`src/assert_macros.svh`:
```
// Assertion macros shared by the solver RTL.
// Define ASSERT_OFF to compile the checks out.
`ifndef ASSERT_MACROS_SVH
`define ASSERT_MACROS_SVH
`ifndef ASSERT_OFF
`define ASSERT_PROP(lbl, clk, rst_n, prop) \
	lbl: assert property (@(posedge clk) disable iff (!rst_n) (prop)) \
		else $error("assertion failed");
`define ASSERT_NEVER(lbl, clk, rst_n, cond) \
	lbl: assert property (@(posedge clk) disable iff (!rst_n) !(cond)) \
		else $error("forbidden condition seen");
`else
`define ASSERT_PROP(lbl, clk, rst_n, prop)
`define ASSERT_NEVER(lbl, clk, rst_n, cond)
`endif
`endif

```
`src/slss_pkg.sv`:
```
// Shared constants for the small linear system solver.
// No dependencies; used by the top level and the divider.
`timescale 1ns / 1ps
package slss_pkg;
	localparam int ACC_W  = 64;
	localparam int PROD_W = 48;
	localparam int SOL_W  = 48;
	localparam int FRAC_W = 16;
	localparam int PERM_CNT = 24;

	// Column picked for rows 0..3 by each permutation of four, packed {r3,r2,r1,r0}
	localparam logic [7:0] PERM_TBL [PERM_CNT] = '{
		{2'd3, 2'd2, 2'd1, 2'd0}, {2'd2, 2'd3, 2'd1, 2'd0}, {2'd3, 2'd1, 2'd2, 2'd0},
		{2'd1, 2'd3, 2'd2, 2'd0}, {2'd2, 2'd1, 2'd3, 2'd0}, {2'd1, 2'd2, 2'd3, 2'd0},
		{2'd3, 2'd2, 2'd0, 2'd1}, {2'd2, 2'd3, 2'd0, 2'd1}, {2'd3, 2'd0, 2'd2, 2'd1},
		{2'd0, 2'd3, 2'd2, 2'd1}, {2'd2, 2'd0, 2'd3, 2'd1}, {2'd0, 2'd2, 2'd3, 2'd1},
		{2'd3, 2'd1, 2'd0, 2'd2}, {2'd1, 2'd3, 2'd0, 2'd2}, {2'd3, 2'd0, 2'd1, 2'd2},
		{2'd0, 2'd3, 2'd1, 2'd2}, {2'd1, 2'd0, 2'd3, 2'd2}, {2'd0, 2'd1, 2'd3, 2'd2},
		{2'd2, 2'd1, 2'd0, 2'd3}, {2'd1, 2'd2, 2'd0, 2'd3}, {2'd2, 2'd0, 2'd1, 2'd3},
		{2'd0, 2'd2, 2'd1, 2'd3}, {2'd1, 2'd0, 2'd2, 2'd3}, {2'd0, 2'd1, 2'd2, 2'd3}
	};

	// Odd permutations contribute with a minus sign
	localparam logic PERM_ODD [PERM_CNT] = '{
		1'b0, 1'b1, 1'b1, 1'b0, 1'b0, 1'b1,
		1'b1, 1'b0, 1'b0, 1'b1, 1'b1, 1'b0,
		1'b0, 1'b1, 1'b1, 1'b0, 1'b0, 1'b1,
		1'b1, 1'b0, 1'b0, 1'b1, 1'b1, 1'b0
	};

	function automatic logic [1:0] perm_col(input logic [4:0] p, input logic [1:0] r);
		logic [7:0] w;
		w = PERM_TBL[p];
		return w[2*r +: 2];
	endfunction
endpackage

```
`src/slss_div.sv`:
```
// Bit-serial signed divider: quot = num * 2^16 / den, truncated, saturated to 48 bits.
// Depends on slss_pkg.
`timescale 1ns / 1ps
module slss_div (
	input  logic                              clk,
	input  logic                              arst_n,
	input  logic                              start,
	input  logic signed [slss_pkg::ACC_W-1:0] num,
	input  logic signed [slss_pkg::ACC_W-1:0] den,
	output logic                              done,
	output logic [slss_pkg::SOL_W-1:0]        quot
);
	localparam int DVD_W = slss_pkg::ACC_W + slss_pkg::FRAC_W;
	localparam int Q_W   = slss_pkg::SOL_W - 1;

	logic                           run_q;
	logic                           fin_q;
	logic                           done_q;
	logic [6:0]                     cnt_q;
	logic                           neg_q;
	logic                           ovf_q;
	logic [slss_pkg::ACC_W-1:0]     den_q;
	logic [slss_pkg::ACC_W-1:0]     rem_q;
	logic [DVD_W-1:0]               dvd_q;
	logic [Q_W-1:0]                 q_q;
	logic [slss_pkg::SOL_W-1:0]     quot_q;
	logic [slss_pkg::ACC_W:0]       rem_sh;
	logic [slss_pkg::ACC_W:0]       rem_sub;
	logic                           ge;
	logic [slss_pkg::ACC_W-1:0]     num_abs;
	logic [slss_pkg::ACC_W-1:0]     den_abs;
	logic [slss_pkg::SOL_W-1:0]     mag;

	// Magnitudes of the operands
	assign num_abs = num[slss_pkg::ACC_W-1] ? slss_pkg::ACC_W'(-num) : num;
	assign den_abs = den[slss_pkg::ACC_W-1] ? slss_pkg::ACC_W'(-den) : den;

	// One restoring step: shift in the next dividend bit, subtract if it fits
	assign rem_sh  = {rem_q, dvd_q[DVD_W-1]};
	assign rem_sub = rem_sh - {1'b0, den_q};
	assign ge      = rem_sh >= {1'b0, den_q};

	// Saturate when any quotient bit above the 47-bit range was set
	assign mag = ovf_q ? (neg_q ? {1'b1, {Q_W{1'b0}}} : {1'b0, {Q_W{1'b1}}})
	                   : {1'b0, q_q};

	// Control
	always_ff @(posedge clk or negedge arst_n) begin
		if (!arst_n) begin
			run_q  <= 1'b0;
			fin_q  <= 1'b0;
			done_q <= 1'b0;
			cnt_q  <= '0;
		end else begin
			done_q <= fin_q;
			fin_q  <= 1'b0;
			if (start) begin
				run_q <= 1'b1;
				cnt_q <= 7'(DVD_W - 1);
			end else if (run_q) begin
				cnt_q <= cnt_q - 7'd1;
				if (cnt_q == 7'd0) begin
					run_q <= 1'b0;
					fin_q <= 1'b1;
				end
			end
		end
	end

	// Datapath
	always_ff @(posedge clk) begin
		if (start) begin
			neg_q <= num[slss_pkg::ACC_W-1] ^ den[slss_pkg::ACC_W-1];
			den_q <= den_abs;
			dvd_q <= {num_abs, {slss_pkg::FRAC_W{1'b0}}};
			rem_q <= '0;
			q_q   <= '0;
			ovf_q <= 1'b0;
		end else if (run_q) begin
			rem_q <= ge ? rem_sub[slss_pkg::ACC_W-1:0] : rem_sh[slss_pkg::ACC_W-1:0];
			dvd_q <= {dvd_q[DVD_W-2:0], 1'b0};
			q_q   <= {q_q[Q_W-2:0], ge};
			ovf_q <= ovf_q | q_q[Q_W-1];
		end
		if (fin_q) begin
			quot_q <= neg_q ? slss_pkg::SOL_W'(-mag) : mag;
		end
	end

	assign done = done_q;
	assign quot = quot_q;
endmodule

```
`src/small_linear_system_solver_top.sv`:
```
// Flow: n*n+n load beats, one per cycle while start is high and busy is low, then the determinant
// terms of n+1 determinants, a drain, and the serial divider once per unknown (one result each).
// Results leave as one-cycle strobes; the receiver cannot stall them.
// arst_n clears control, the load position and sets the order to four; stores stay unset.
`timescale 1ns / 1ps
`include "assert_macros.svh"
module small_linear_system_solver_top #(
	parameter int N_MAX     = 4,
	parameter int ELEM_BITS = 12
) (
	input  logic                              clk,
	input  logic                              arst_n,
	input  logic                              start,
	output logic                              busy,
	input  logic signed [11:0]                value,
	input  logic                              cfg_valid,
	output logic                              cfg_ready,
	input  logic [2:0]                        cfg_data,
	output logic                              result_strobe,
	output logic signed [slss_pkg::SOL_W-1:0] solution,
	output logic [1:0]                        index,
	output logic                              singular,
	output logic                              last
);
	localparam int RW     = (N_MAX > 1) ? $clog2(N_MAX) : 1;
	localparam int MDEPTH = N_MAX * N_MAX;
	localparam int AW     = (MDEPTH > 1) ? $clog2(MDEPTH) : 1;

	typedef enum logic [3:0] {
		S_LOAD  = 4'b0001,
		S_DET   = 4'b0010,
		S_DRAIN = 4'b0100,
		S_DIV   = 4'b1000
	} state_t;

	state_t                         state_q;
	logic [2:0]                     size_q;
	logic [2:0]                     n_use;
	logic [2:0]                     nm1;
	logic                           accept;
	logic signed [ELEM_BITS-1:0]    elem;

	logic [RW-1:0]                  ld_row_q;
	logic [RW-1:0]                  ld_col_q;
	logic                           ld_rhs_q;
	logic                           ld_row_last;
	logic                           ld_col_last;

	logic signed [ELEM_BITS-1:0]    mat_mem [MDEPTH];
	logic signed [ELEM_BITS-1:0]    rhs_mem [N_MAX];
	logic signed [ELEM_BITS-1:0]    mat_rd_q;
	logic signed [ELEM_BITS-1:0]    rhs_rd_q;
	logic [AW-1:0]                  waddr;
	logic [AW-1:0]                  raddr;

	logic [2:0]                     seq_det_q;
	logic [4:0]                     seq_perm_q;
	logic [1:0]                     seq_row_q;
	logic [1:0]                     col;

	logic                           v_s1;
	logic                           real_s1;
	logic                           rhs_s1;
	logic                           first_row_s1;
	logic                           last_row_s1;
	logic                           first_perm_s1;
	logic                           end_s1;
	logic                           neg_s1;
	logic                           ok_s1;
	logic [2:0]                     det_s1;

	logic signed [slss_pkg::PROD_W-1:0] prod_s2;
	logic signed [ELEM_BITS-1:0]    fac;
	logic                           tv_s2;
	logic                           tfirst_s2;
	logic                           tend_s2;
	logic                           tneg_s2;
	logic                           tok_s2;
	logic [2:0]                     tdet_s2;

	logic signed [slss_pkg::ACC_W-1:0] acc_q;
	logic signed [slss_pkg::ACC_W-1:0] term;
	logic signed [slss_pkg::ACC_W-1:0] sum;
	logic signed [slss_pkg::ACC_W-1:0] det_q;
	logic signed [slss_pkg::ACC_W-1:0] num_q [N_MAX];
	logic [2:0]                     num_sel;

	logic [RW-1:0]                  k_q;
	logic                           wait_q;
	logic                           div_start;
	logic                           div_done;
	logic [slss_pkg::SOL_W-1:0]     div_quot;

	logic                           strobe_q;
	logic [slss_pkg::SOL_W-1:0]     sol_q;
	logic [1:0]                     idx_q;
	logic                           sing_q;
	logic                           last_q;

	// Permutation keeps rows at or beyond the order on their own column
	function automatic logic perm_fits(input logic [4:0] p, input logic [2:0] n);
		logic ok;
		ok = 1'b1;
		for (int r = 0; r < 4; r++) begin
			if (3'(r) >= n && slss_pkg::perm_col(p, 2'(r)) != 2'(r)) ok = 1'b0;
		end
		return ok;
	endfunction

	// Order in use, clamped to 1..N_MAX
	assign n_use = (size_q == 3'd0) ? 3'd1 : ((size_q > 3'(N_MAX)) ? 3'(N_MAX) : size_q);
	assign nm1   = n_use - 3'd1;

	assign busy      = (state_q != S_LOAD);
	assign cfg_ready = 1'b1;
	assign accept    = start && !busy;
	assign elem      = value[ELEM_BITS-1:0];

	assign ld_row_last = (3'(ld_row_q) == nm1);
	assign ld_col_last = (3'(ld_col_q) == nm1);
	assign waddr = AW'(int'(ld_row_q) * N_MAX + int'(ld_col_q));

	assign col   = slss_pkg::perm_col(seq_perm_q, seq_row_q);
	assign raddr = AW'(int'(seq_row_q) * N_MAX + int'(col));

	// Store the incoming beats
	always_ff @(posedge clk) begin
		if (accept && !ld_rhs_q) mat_mem[waddr] <= elem;
		if (accept && ld_rhs_q) rhs_mem[ld_row_q] <= elem;
	end

	// Read one matrix entry and one right-hand side entry per cycle
	always_ff @(posedge clk) begin
		mat_rd_q <= mat_mem[raddr];
		rhs_rd_q <= rhs_mem[seq_row_q[RW-1:0]];
	end

	// Configuration register and load position
	always_ff @(posedge clk or negedge arst_n) begin
		if (!arst_n) begin
			size_q   <= 3'd4;
			ld_row_q <= '0;
			ld_col_q <= '0;
			ld_rhs_q <= 1'b0;
		end else if (cfg_valid && cfg_ready) begin
			size_q   <= cfg_data;
			ld_row_q <= '0;
			ld_col_q <= '0;
			ld_rhs_q <= 1'b0;
		end else if (accept) begin
			if (ld_rhs_q) begin
				ld_row_q <= ld_row_last ? '0 : ld_row_q + 1'b1;
				if (ld_row_last) ld_rhs_q <= 1'b0;
			end else if (ld_col_last) begin
				ld_col_q <= '0;
				ld_row_q <= ld_row_last ? '0 : ld_row_q + 1'b1;
				if (ld_row_last) ld_rhs_q <= 1'b1;
			end else begin
				ld_col_q <= ld_col_q + 1'b1;
			end
		end
	end

	// Sequencer: walk determinants, permutations and rows; drain, then divide or flag a singular system
	always_ff @(posedge clk or negedge arst_n) begin
		if (!arst_n) begin
			state_q    <= S_LOAD;
			seq_det_q  <= '0;
			seq_perm_q <= '0;
			seq_row_q  <= '0;
			k_q        <= '0;
			wait_q     <= 1'b0;
			strobe_q   <= 1'b0;
		end else begin
			strobe_q <= 1'b0;
			unique case (state_q)
				S_LOAD: begin
					if (accept && ld_rhs_q && ld_row_last) begin
						state_q    <= S_DET;
						seq_det_q  <= '0;
						seq_perm_q <= '0;
						seq_row_q  <= '0;
					end
				end
				S_DET: begin
					seq_row_q <= seq_row_q + 2'd1;
					if (seq_row_q == 2'd3) begin
						if (seq_perm_q == 5'(slss_pkg::PERM_CNT - 1)) begin
							seq_perm_q <= '0;
							seq_det_q  <= seq_det_q + 3'd1;
							if (seq_det_q == n_use) state_q <= S_DRAIN;
						end else begin
							seq_perm_q <= seq_perm_q + 5'd1;
						end
					end
				end
				S_DRAIN: begin
					if (!v_s1 && !tv_s2) begin
						k_q    <= '0;
						wait_q <= 1'b0;
						if (det_q == '0) begin
							state_q  <= S_LOAD;
							strobe_q <= 1'b1;
						end else begin
							state_q <= S_DIV;
						end
					end
				end
				S_DIV: begin
					if (!wait_q) begin
						wait_q <= 1'b1;
					end else if (div_done) begin
						wait_q   <= 1'b0;
						strobe_q <= 1'b1;
						k_q      <= k_q + 1'b1;
						if (3'(k_q) == nm1) state_q <= S_LOAD;
					end
				end
				default: state_q <= S_LOAD;
			endcase
		end
	end

	// Result payload
	always_ff @(posedge clk) begin
		if (state_q == S_DRAIN) begin
			sol_q  <= '0;
			idx_q  <= '0;
			sing_q <= 1'b1;
			last_q <= 1'b1;
		end else if (state_q == S_DIV && wait_q && div_done) begin
			sol_q  <= div_quot;
			idx_q  <= 2'(k_q);
			sing_q <= 1'b0;
			last_q <= (3'(k_q) == nm1);
		end
	end

	// Stage 1: read issued, hold term control
	always_ff @(posedge clk or negedge arst_n) begin
		if (!arst_n) begin
			v_s1 <= 1'b0;
		end else begin
			v_s1 <= (state_q == S_DET);
		end
	end

	always_ff @(posedge clk) begin
		real_s1       <= 3'(seq_row_q) < n_use;
		rhs_s1        <= (seq_det_q != 3'd0) && ({1'b0, col} == 3'(seq_det_q - 3'd1));
		first_row_s1  <= (seq_row_q == 2'd0);
		last_row_s1   <= (seq_row_q == 2'd3);
		first_perm_s1 <= (seq_perm_q == 5'd0);
		end_s1        <= (seq_perm_q == 5'(slss_pkg::PERM_CNT - 1)) && (seq_row_q == 2'd3);
		neg_s1        <= slss_pkg::PERM_ODD[seq_perm_q];
		ok_s1         <= perm_fits(seq_perm_q, n_use);
		det_s1        <= seq_det_q;
	end

	// Stage 2: multiply the running product by this row's factor
	assign fac = !real_s1 ? ELEM_BITS'(1) : (rhs_s1 ? rhs_rd_q : mat_rd_q);

	always_ff @(posedge clk or negedge arst_n) begin
		if (!arst_n) begin
			tv_s2 <= 1'b0;
		end else begin
			tv_s2 <= v_s1 && last_row_s1;
		end
	end

	always_ff @(posedge clk) begin
		if (v_s1) begin
			prod_s2 <= first_row_s1 ? slss_pkg::PROD_W'(fac)
			                        : slss_pkg::PROD_W'(prod_s2 * fac);
		end
		tfirst_s2 <= first_perm_s1;
		tend_s2   <= end_s1;
		tneg_s2   <= neg_s1;
		tok_s2    <= ok_s1;
		tdet_s2   <= det_s1;
	end

	// Stage 3: accumulate signed terms, file finished determinants
	assign term    = slss_pkg::ACC_W'(prod_s2);
	assign sum     = (tfirst_s2 ? '0 : acc_q) + (tok_s2 ? (tneg_s2 ? -term : term) : '0);
	assign num_sel = tdet_s2 - 3'd1;

	always_ff @(posedge clk or negedge arst_n) begin
		if (!arst_n) begin
			det_q <= '0;
		end else if (tv_s2 && tend_s2 && tdet_s2 == 3'd0) begin
			det_q <= sum;
		end
	end

	always_ff @(posedge clk) begin
		if (tv_s2) acc_q <= sum;
		if (tv_s2 && tend_s2 && tdet_s2 != 3'd0) num_q[num_sel[RW-1:0]] <= sum;
	end

	// Divider for the Q32.16 quotients
	assign div_start = (state_q == S_DIV) && !wait_q;

	slss_div u_div (
		.clk    (clk),
		.arst_n (arst_n),
		.start  (div_start),
		.num    (num_q[k_q]),
		.den    (det_q),
		.done   (div_done),
		.quot   (div_quot)
	);

	assign result_strobe = strobe_q;
	assign solution      = sol_q;
	assign index         = idx_q;
	assign singular      = sing_q;
	assign last          = last_q;

	`ASSERT_PROP(a_last_idle, clk, arst_n, (result_strobe && last) |-> !busy)
	`ASSERT_PROP(a_mid_busy, clk, arst_n, (result_strobe && !last) |-> busy)
	`ASSERT_PROP(a_sing_one, clk, arst_n, (result_strobe && singular) |-> (last && index == 2'd0))
	`ASSERT_PROP(a_busy_cause, clk, arst_n, $rose(busy) |-> $past(start))
	`ASSERT_NEVER(a_no_div_out, clk, arst_n, div_done && state_q != S_DIV)
endmodule

```
`config.mk`:
```
export PLATFORM = sky130hd
export DESIGN_NAME = small_linear_system_solver_top
export DESIGN_NICKNAME = d
export VERILOG_FILES = /design/src/slss_pkg.sv /design/src/slss_div.sv /design/src/small_linear_system_solver_top.sv
export VERILOG_INCLUDE_DIRS = /design/src /design/src/src
export SDC_FILE = /design/constraint.sdc
export NUM_CORES = 2
export LEC_CHECK = 0
export ABC_CLOCK_PERIOD_IN_PS = 13700
export BUFFER_PORTS_ARGS = -buffer_cell sky130_fd_sc_hd__buf_2
export CAP_MARGIN = 20
export CORE_AREA = 2 2 494 496
export DETAILED_ROUTE_END_ITERATION = 10
export DIE_AREA = 0 0 496 498
export PLACE_DENSITY_LB_ADDON = 0.05
export SLEW_MARGIN = 20
export SYNTH_ARGS = -nofsm -noshare
export SYNTH_HDL_FRONTEND = slang
export SYNTH_SLANG_ARGS = --single-unit
```
`constraint.sdc`:
```
create_clock -name clk -period 13.7 [get_ports clk]
set_clock_uncertainty 0.05 [all_clocks]
set_input_delay 1.37 -clock clk [delete_from_list [all_inputs] [get_ports clk]]
set_output_delay 1.37 -clock clk [all_outputs]
set_load 0.05 [all_outputs]
```
# After elaboration in Yosys (flattened, before gate mapping)

Memory sizes are Yosys's and may differ from the RTL's. A register that Yosys moved wholly into a read port is not among the register bits.
Cells that the tools add are included.
Widths: inputs -> output; s select.

Memories: 5
Logic and storage cells: 232
Output and inout port bits: 55
RAM bits: 496
ROM bits: 288
Flip-flop bits (word level): 572

Memory list:

| name             | depth | width | rd ports | clocked after memory_dff | write ports | line                                  | text |
|---|---|---|---|---|---|---|---|
| (name not given) | 32    | 8     | 1        | 0                        | 0           | slss_pkg.sv:33                        | `w = PERM_TBL[p];` |
| num_q            | 4     | 64    | 1        | 0                        | 1           | small_linear_system_solver_top.sv:85  | `logic signed [slss_pkg::ACC_W-1:0] num_q [N_MAX];` |
| mat_mem          | 16    | 12    | 1        | 1                        | 1           | small_linear_system_solver_top.sv:49  | `logic signed [ELEM_BITS-1:0] mat_mem [MDEPTH];` |
| rhs_mem          | 4     | 12    | 1        | 1                        | 1           | small_linear_system_solver_top.sv:50  | `logic signed [ELEM_BITS-1:0] rhs_mem [N_MAX];` |
| (name not given) | 32    | 1     | 1        | 1                        | 0           | small_linear_system_solver_top.sv:255 | `neg_s1 <= slss_pkg::PERM_ODD[seq_perm_q];` |

Order comparisons: 8
Equality and inequality tests: 24
Multiplexer cells: 81
Reductions and logical operators: 46
Add/subtract/negate cells: 18
Multipliers: 1
Shifts and indexed selects: 1
Bitwise operators: 3

Operators with widths:

| kind               | count |
|---|---|
| $mux 64            | 5 |
| $mux 48            | 4 |
| $neg 64->64        | 3 |
| $mux 80            | 2 |
| $ge 65x64->1       | 1 |
| $add 64x64->64     | 1 |
| $logic_not 64->1   | 1 |
| $sub 64x64->64     | 1 |
| $mux 63            | 1 |
| $mul 48x12->48     | 1 |
| $neg 48->48        | 1 |
| $mux 4             | 9 |
| $mux 1             | 26 |
| $mux 2             | 13 |
| $mux 12            | 2 |
| $logic_and 1x1->1  | 18 |
| $mux 8             | 2 |
| $pmux 4 s4         | 1 |
| $mux 3             | 5 |
| $mux 5             | 3 |
| $mux 7             | 2 |
| $ne 2x2->1 const B | 7 |
| $eq 2x3->1         | 4 |
| $ne 2x1->1 const B | 5 |
| 40 further kinds   | 64 |

# Depth between registers and ports, before layout

Word-level depth: 10
Gate-level depth with buffers: 28

# Cells and area by module

A second synthesis with hierarchy kept.

Cell total of the unflattened synthesis: 6,524
Area total of the unflattened synthesis: 69,815.7 µm²

By module, submodules not included:

| module                         | area an instance (µm²) | cells an instance | instances |
|---|---|---|---|
| small_linear_system_solver_top | 50,547.2               | 4,359             | 1 |
| slss_div                       | 19,268.5               | 2,165             | 1 |

# Worst setup path before layout

Ideal clock, no wire load.

Path kind: reg-to-reg
From: reg tv_s2
To: mem num_q[3][0] in the netlist's numbering (enable)
Path buffers: 0
Slack: 4,337 ps
Stages on the path, launching flop included: 3
Clock period less this slack: 9,363 ps
Data required time: 12,984 ps
Arrival: 8,647 ps
Cells stage by stage: dfrtp_1 nand2_1 nor4b_1

Word-level cells in the longest chain between the ends: 4

RTL lines:

| element                        | line                                  | text |
|---|---|---|
| from (decl)                    | small_linear_system_solver_top.sv:74  | `logic tv_s2;` |
| from (signal assigned)         | small_linear_system_solver_top.sv:267 | `tv_s2 <= v_s1 && last_row_s1;` |
| $logic_and 1x1->1 (2 in a row) | small_linear_system_solver_top.sv:298 | `if (tv_s2 && tend_s2 && tdet_s2 != 3'd0) num_q[num_sel[RW-1:0]] <= sum;` |
| $mux 1                         | small_linear_system_solver_top.sv:298 |  |
| $mux 1 (implied by the code)   | small_linear_system_solver_top.sv:298 |  |
| to (decl)                      | small_linear_system_solver_top.sv:85  |  |

Every way passes these cells.

# Final worst setup path

From: reg rhs_s1
To: reg prod_s2[45] in the netlist's numbering (data pin)

Word-level cells in the longest chain between the ends: 4

RTL lines:

| element                  | line                                  | text |
|---|---|---|
| from (decl)              | small_linear_system_solver_top.sv:63  | `logic rhs_s1;` |
| from (signal assigned)   | small_linear_system_solver_top.sv:250 | `rhs_s1 <= (seq_det_q != 3'd0) && ({1'b0, col} == 3'(seq_det_q - 3'd1));` |
| $mux 12 (*) (2 in a row) | small_linear_system_solver_top.sv:261 | `assign fac = !real_s1 ? ELEM_BITS'(1) : (rhs_s1 ? rhs_rd_q : mat_rd_q);` |
| $mul 48x12->48           | small_linear_system_solver_top.sv:274 | `: slss_pkg::PROD_W'(prod_s2 * fac);` |
| $mux 48 (*)              | small_linear_system_solver_top.sv:273 | `prod_s2 <= first_row_s1 ? slss_pkg::PROD_W'(fac)` |
| to (signal assigned)     | small_linear_system_solver_top.sv:273 |  |
| to (decl)                | small_linear_system_solver_top.sv:72  | `logic signed [slss_pkg::PROD_W-1:0] prod_s2;` |

Every way passes the cells marked *; elsewhere a longest branch is shown, timed or not.
A chain may end at the register's enable or synchronous reset.

==> out/metrics.csv <==
metric;value;unit
status;complete, no violations;
Reg2Reg Depth;23;
worst reg-to-reg setup slack;5.23;ns
drt first pass iters;5;
hold buffer count at cts;0;
post-route ant nets;0;
Logic pwr share;0.460;
MaxCap Viol Count;0;
drt wl/cell;21.2;µm
sequential share of the synthesized area;0.434;
fin. max-slew vios;0;
final worst path period share;0.618;
Top-Level Pins;74;
Avg Cell Area, Syn;10.7;µm²
Post-Syn Area;0.0696;mm²
area growth from synthesis to layout;12.1;%
largest net degree at the start of global routing;135;
Total GRT Usage;0.170;
Die Wd;496;µm
Num CTS Buffers;141;
worst hold-check path type;reg -> reg;
die height;498;µm
initial antenna violation count;7;
CP Capture Type;flip-flop;
RSZ-0062 raised after global routing;no;
CP Data Required Time;14.16;ns
top-count cell post-synth;nand2_1;
async set-reset flop share out of synthesis;0.0933;
R2R Path End;prod_s2[45];
core area;0.242;mm²
worst-skew pair later-pin latency;0.79;ns
Worst Path Arrival;8.93;ns
vias in the first global route;49800;
hold path start;ok_s1;
PortBufs;72;
slowest library cell on the worst path;dfxtp_1;
fin worst setup slack;5.23;ns
critical path class;reg -> reg;
Hold Path Stages;0;
Int Pwr;0.00855;W
Worst-path clk slew;0.06;ns
initial drt markers;2654;
clock sink total;1093;
nets@finish;7144;
clock share of power;0.266;
Die ar.;0.247;mm²
slowest stage delay, CP;0.77;ns
Yosys warnings;0;
worst min-delay path endpoint;tok_s2;
initial core utilization;0.288;
final setup vio count;0;
Tmin final;8.47;ns
Max Root-Sink Buffers;3;
Buf/Inv on CP;4;
Relative slew margins;0.277;
Synth top area share;0.339;
root buffer cell;clkbuf_16;
Setup crit start kind;flip-flop;
CP delay by family, top;adder cells;
hold slack;0.277;ns
worst slew pin tran;1.08;ns
CTS resizes;0;
Place WS;5.34;ns
Setup Buffers After CTS;0;
total gr overflow;0;
most frequent CP cell;fa_1;
Post-synth EDFFs;785;
endpoints failing hold;0;
worst vdd ir;0.187;mV
ranking of synthesized cells by area;edfxtp_1, fa_1, dfxtp_1;
Synth area leader;edfxtp_1;
Power Density;180;mW/mm²
critical path, cell by cell;mux2i_1 > nor2b_4 > buf_4 > nand2_1 > fa_1 > fa_1 > inv_1 > fa_1 > fa_1 > inv_1 > fa_1 > inv_1 > ha_1 > o21ai_0 > nor2b_1 > nor2b_1 > a31oi_1 > o31ai_1 > a211oi_1 > nor2_1 > a21oi_1 > nor4_1 > a211o_1;
Main synth FF type;edfxtp_1;
setup TNS;0;ns
routed via count;47300;
WL final;207000;µm
CP Depth;23;
# rows;181;
first-pass GRT wire length;321000;µm
worst-path maximum fanout;45;
Lkg Pwr;31.1;nW
worst r2r src;rhs_s1;
hpwl dp;144000;µm
DRC violations left;0;
share of cells above drive strength 1;0.0940;
Synth cell types;96;
CTS tree;done;
syn_nets;7216;
Post-Synthesis Cells;6531;
switch share;0.392;
H-tree Lvls;4;
Post-synth top cells;nand2_1, edfxtp_1, inv_1;
register share of total power;0.274;
P_sw;0.00552;W
fmax;118;MHz
DR vias/cell;4.83;
Yosys reg bits;1093;
GP Congestion;0.816;
-- routing by layer --
layer,global-route usage,share of wire,vias up
met1,0.240,0.49,24000
met3,0.0211,0.026,233
met5,0,0,-
li1,-,-,22500
met2,0.274,0.46,593
met4,0.0402,0.023,0
-- power groups by stage --
stage / sequential (W) / combinational, W / clock, W
floorplan: 0.00391 / 0.00470 / 0
global placement: 0.00393 / 0.00659 / 0
detailed placement: 0.00393 / 0.00651 / 0
CTS: 0.00386 / 0.00659 / 0.00389
global route: 0.00386 / 0.00745 / 0.00401
finish: 0.00386 / 0.00648 / 0.00374
-- kinds of logic after synthesis --
family,Yosys count,share of synthesized area
xor gates and xnor gates,364,0.0458
muxes,284,0.0662
DFF,1093,0.434
and+or+nand+nor,1898,0.128
AOI/OAI and AO/OA,1213,0.107
adders and majority gates,666,0.163
buffers and inverters,1012,0.0554
other,1,0.0000539
-- flip-flops by register name (all words and copies together), names as in the netlist, 64 cells and up --
| name | flops |
|---|---|
| acc_q | 64 |
| det_q | 64 |
| mat_mem | 192 |
| num_q | 256 |
| u_div.den_q | 64 |
| u_div.dvd_q | 64 |
| u_div.rem_q | 64 |
-- worst max-delay path by stage --
stage / from / to / slack [ns]
after floorplan: tv_s2 / num_q[3][0] / 4.34
after global placement: rhs_s1 / prod_s2[47] / 5.39
after detailed placement: rhs_s1 / prod_s2[45] / 5.34
after CTS: rhs_s1 / prod_s2[45] / 5.29
after global routing: rhs_s1 / prod_s2[41] / 4.89
final: rhs_s1 / prod_s2[45] / 5.23
-- per-stage QoR --
stage          cell area (µm²)  std cells  total power [W]   util
4_1_cts                  78000       9778           0.0143  0.323
6_report                 78100       9781           0.0141  0.323
3_5_place_dp             73400       9517           0.0104  0.303
3_3_place_gp             73400       9516           0.0105  0.303
5_1_grt                  78100       9780           0.0153  0.323
2_1_floorplan            69600       6531          0.00861      -
-- cell type report --
type / count / area [µm²]
timing repair buffer: 155 / 1000
multi-input combinational: 4426 / 35700
antenna: 2 / 5.00
clock buffer: 179 / 3750
clock inverter: 82 / 895
inverter: 642 / 2410
fill: 24600 / 164000
tap: 3202 / 4010
sequential: 1093 / 30300
-- layout by cell type (no fill, tap or decap), drive strengths merged, types with 60 or more instances in the layout --
cell type	instances
dfrtp	100
ha	264
xnor2	264
o21ai	365
nand2	912
clkinv	60
nor2b	107
a21oi	373
nor2	280
xor2	100
nand3	67
a21o	89
dfxtp	206
o31ai	63
mux4	138
fa	402
inv	645
nor3	67
buf	155
clkbuf	179
mux2i	114
and2	177
edfxtp	785
Power figures use the tool's default switching activity.
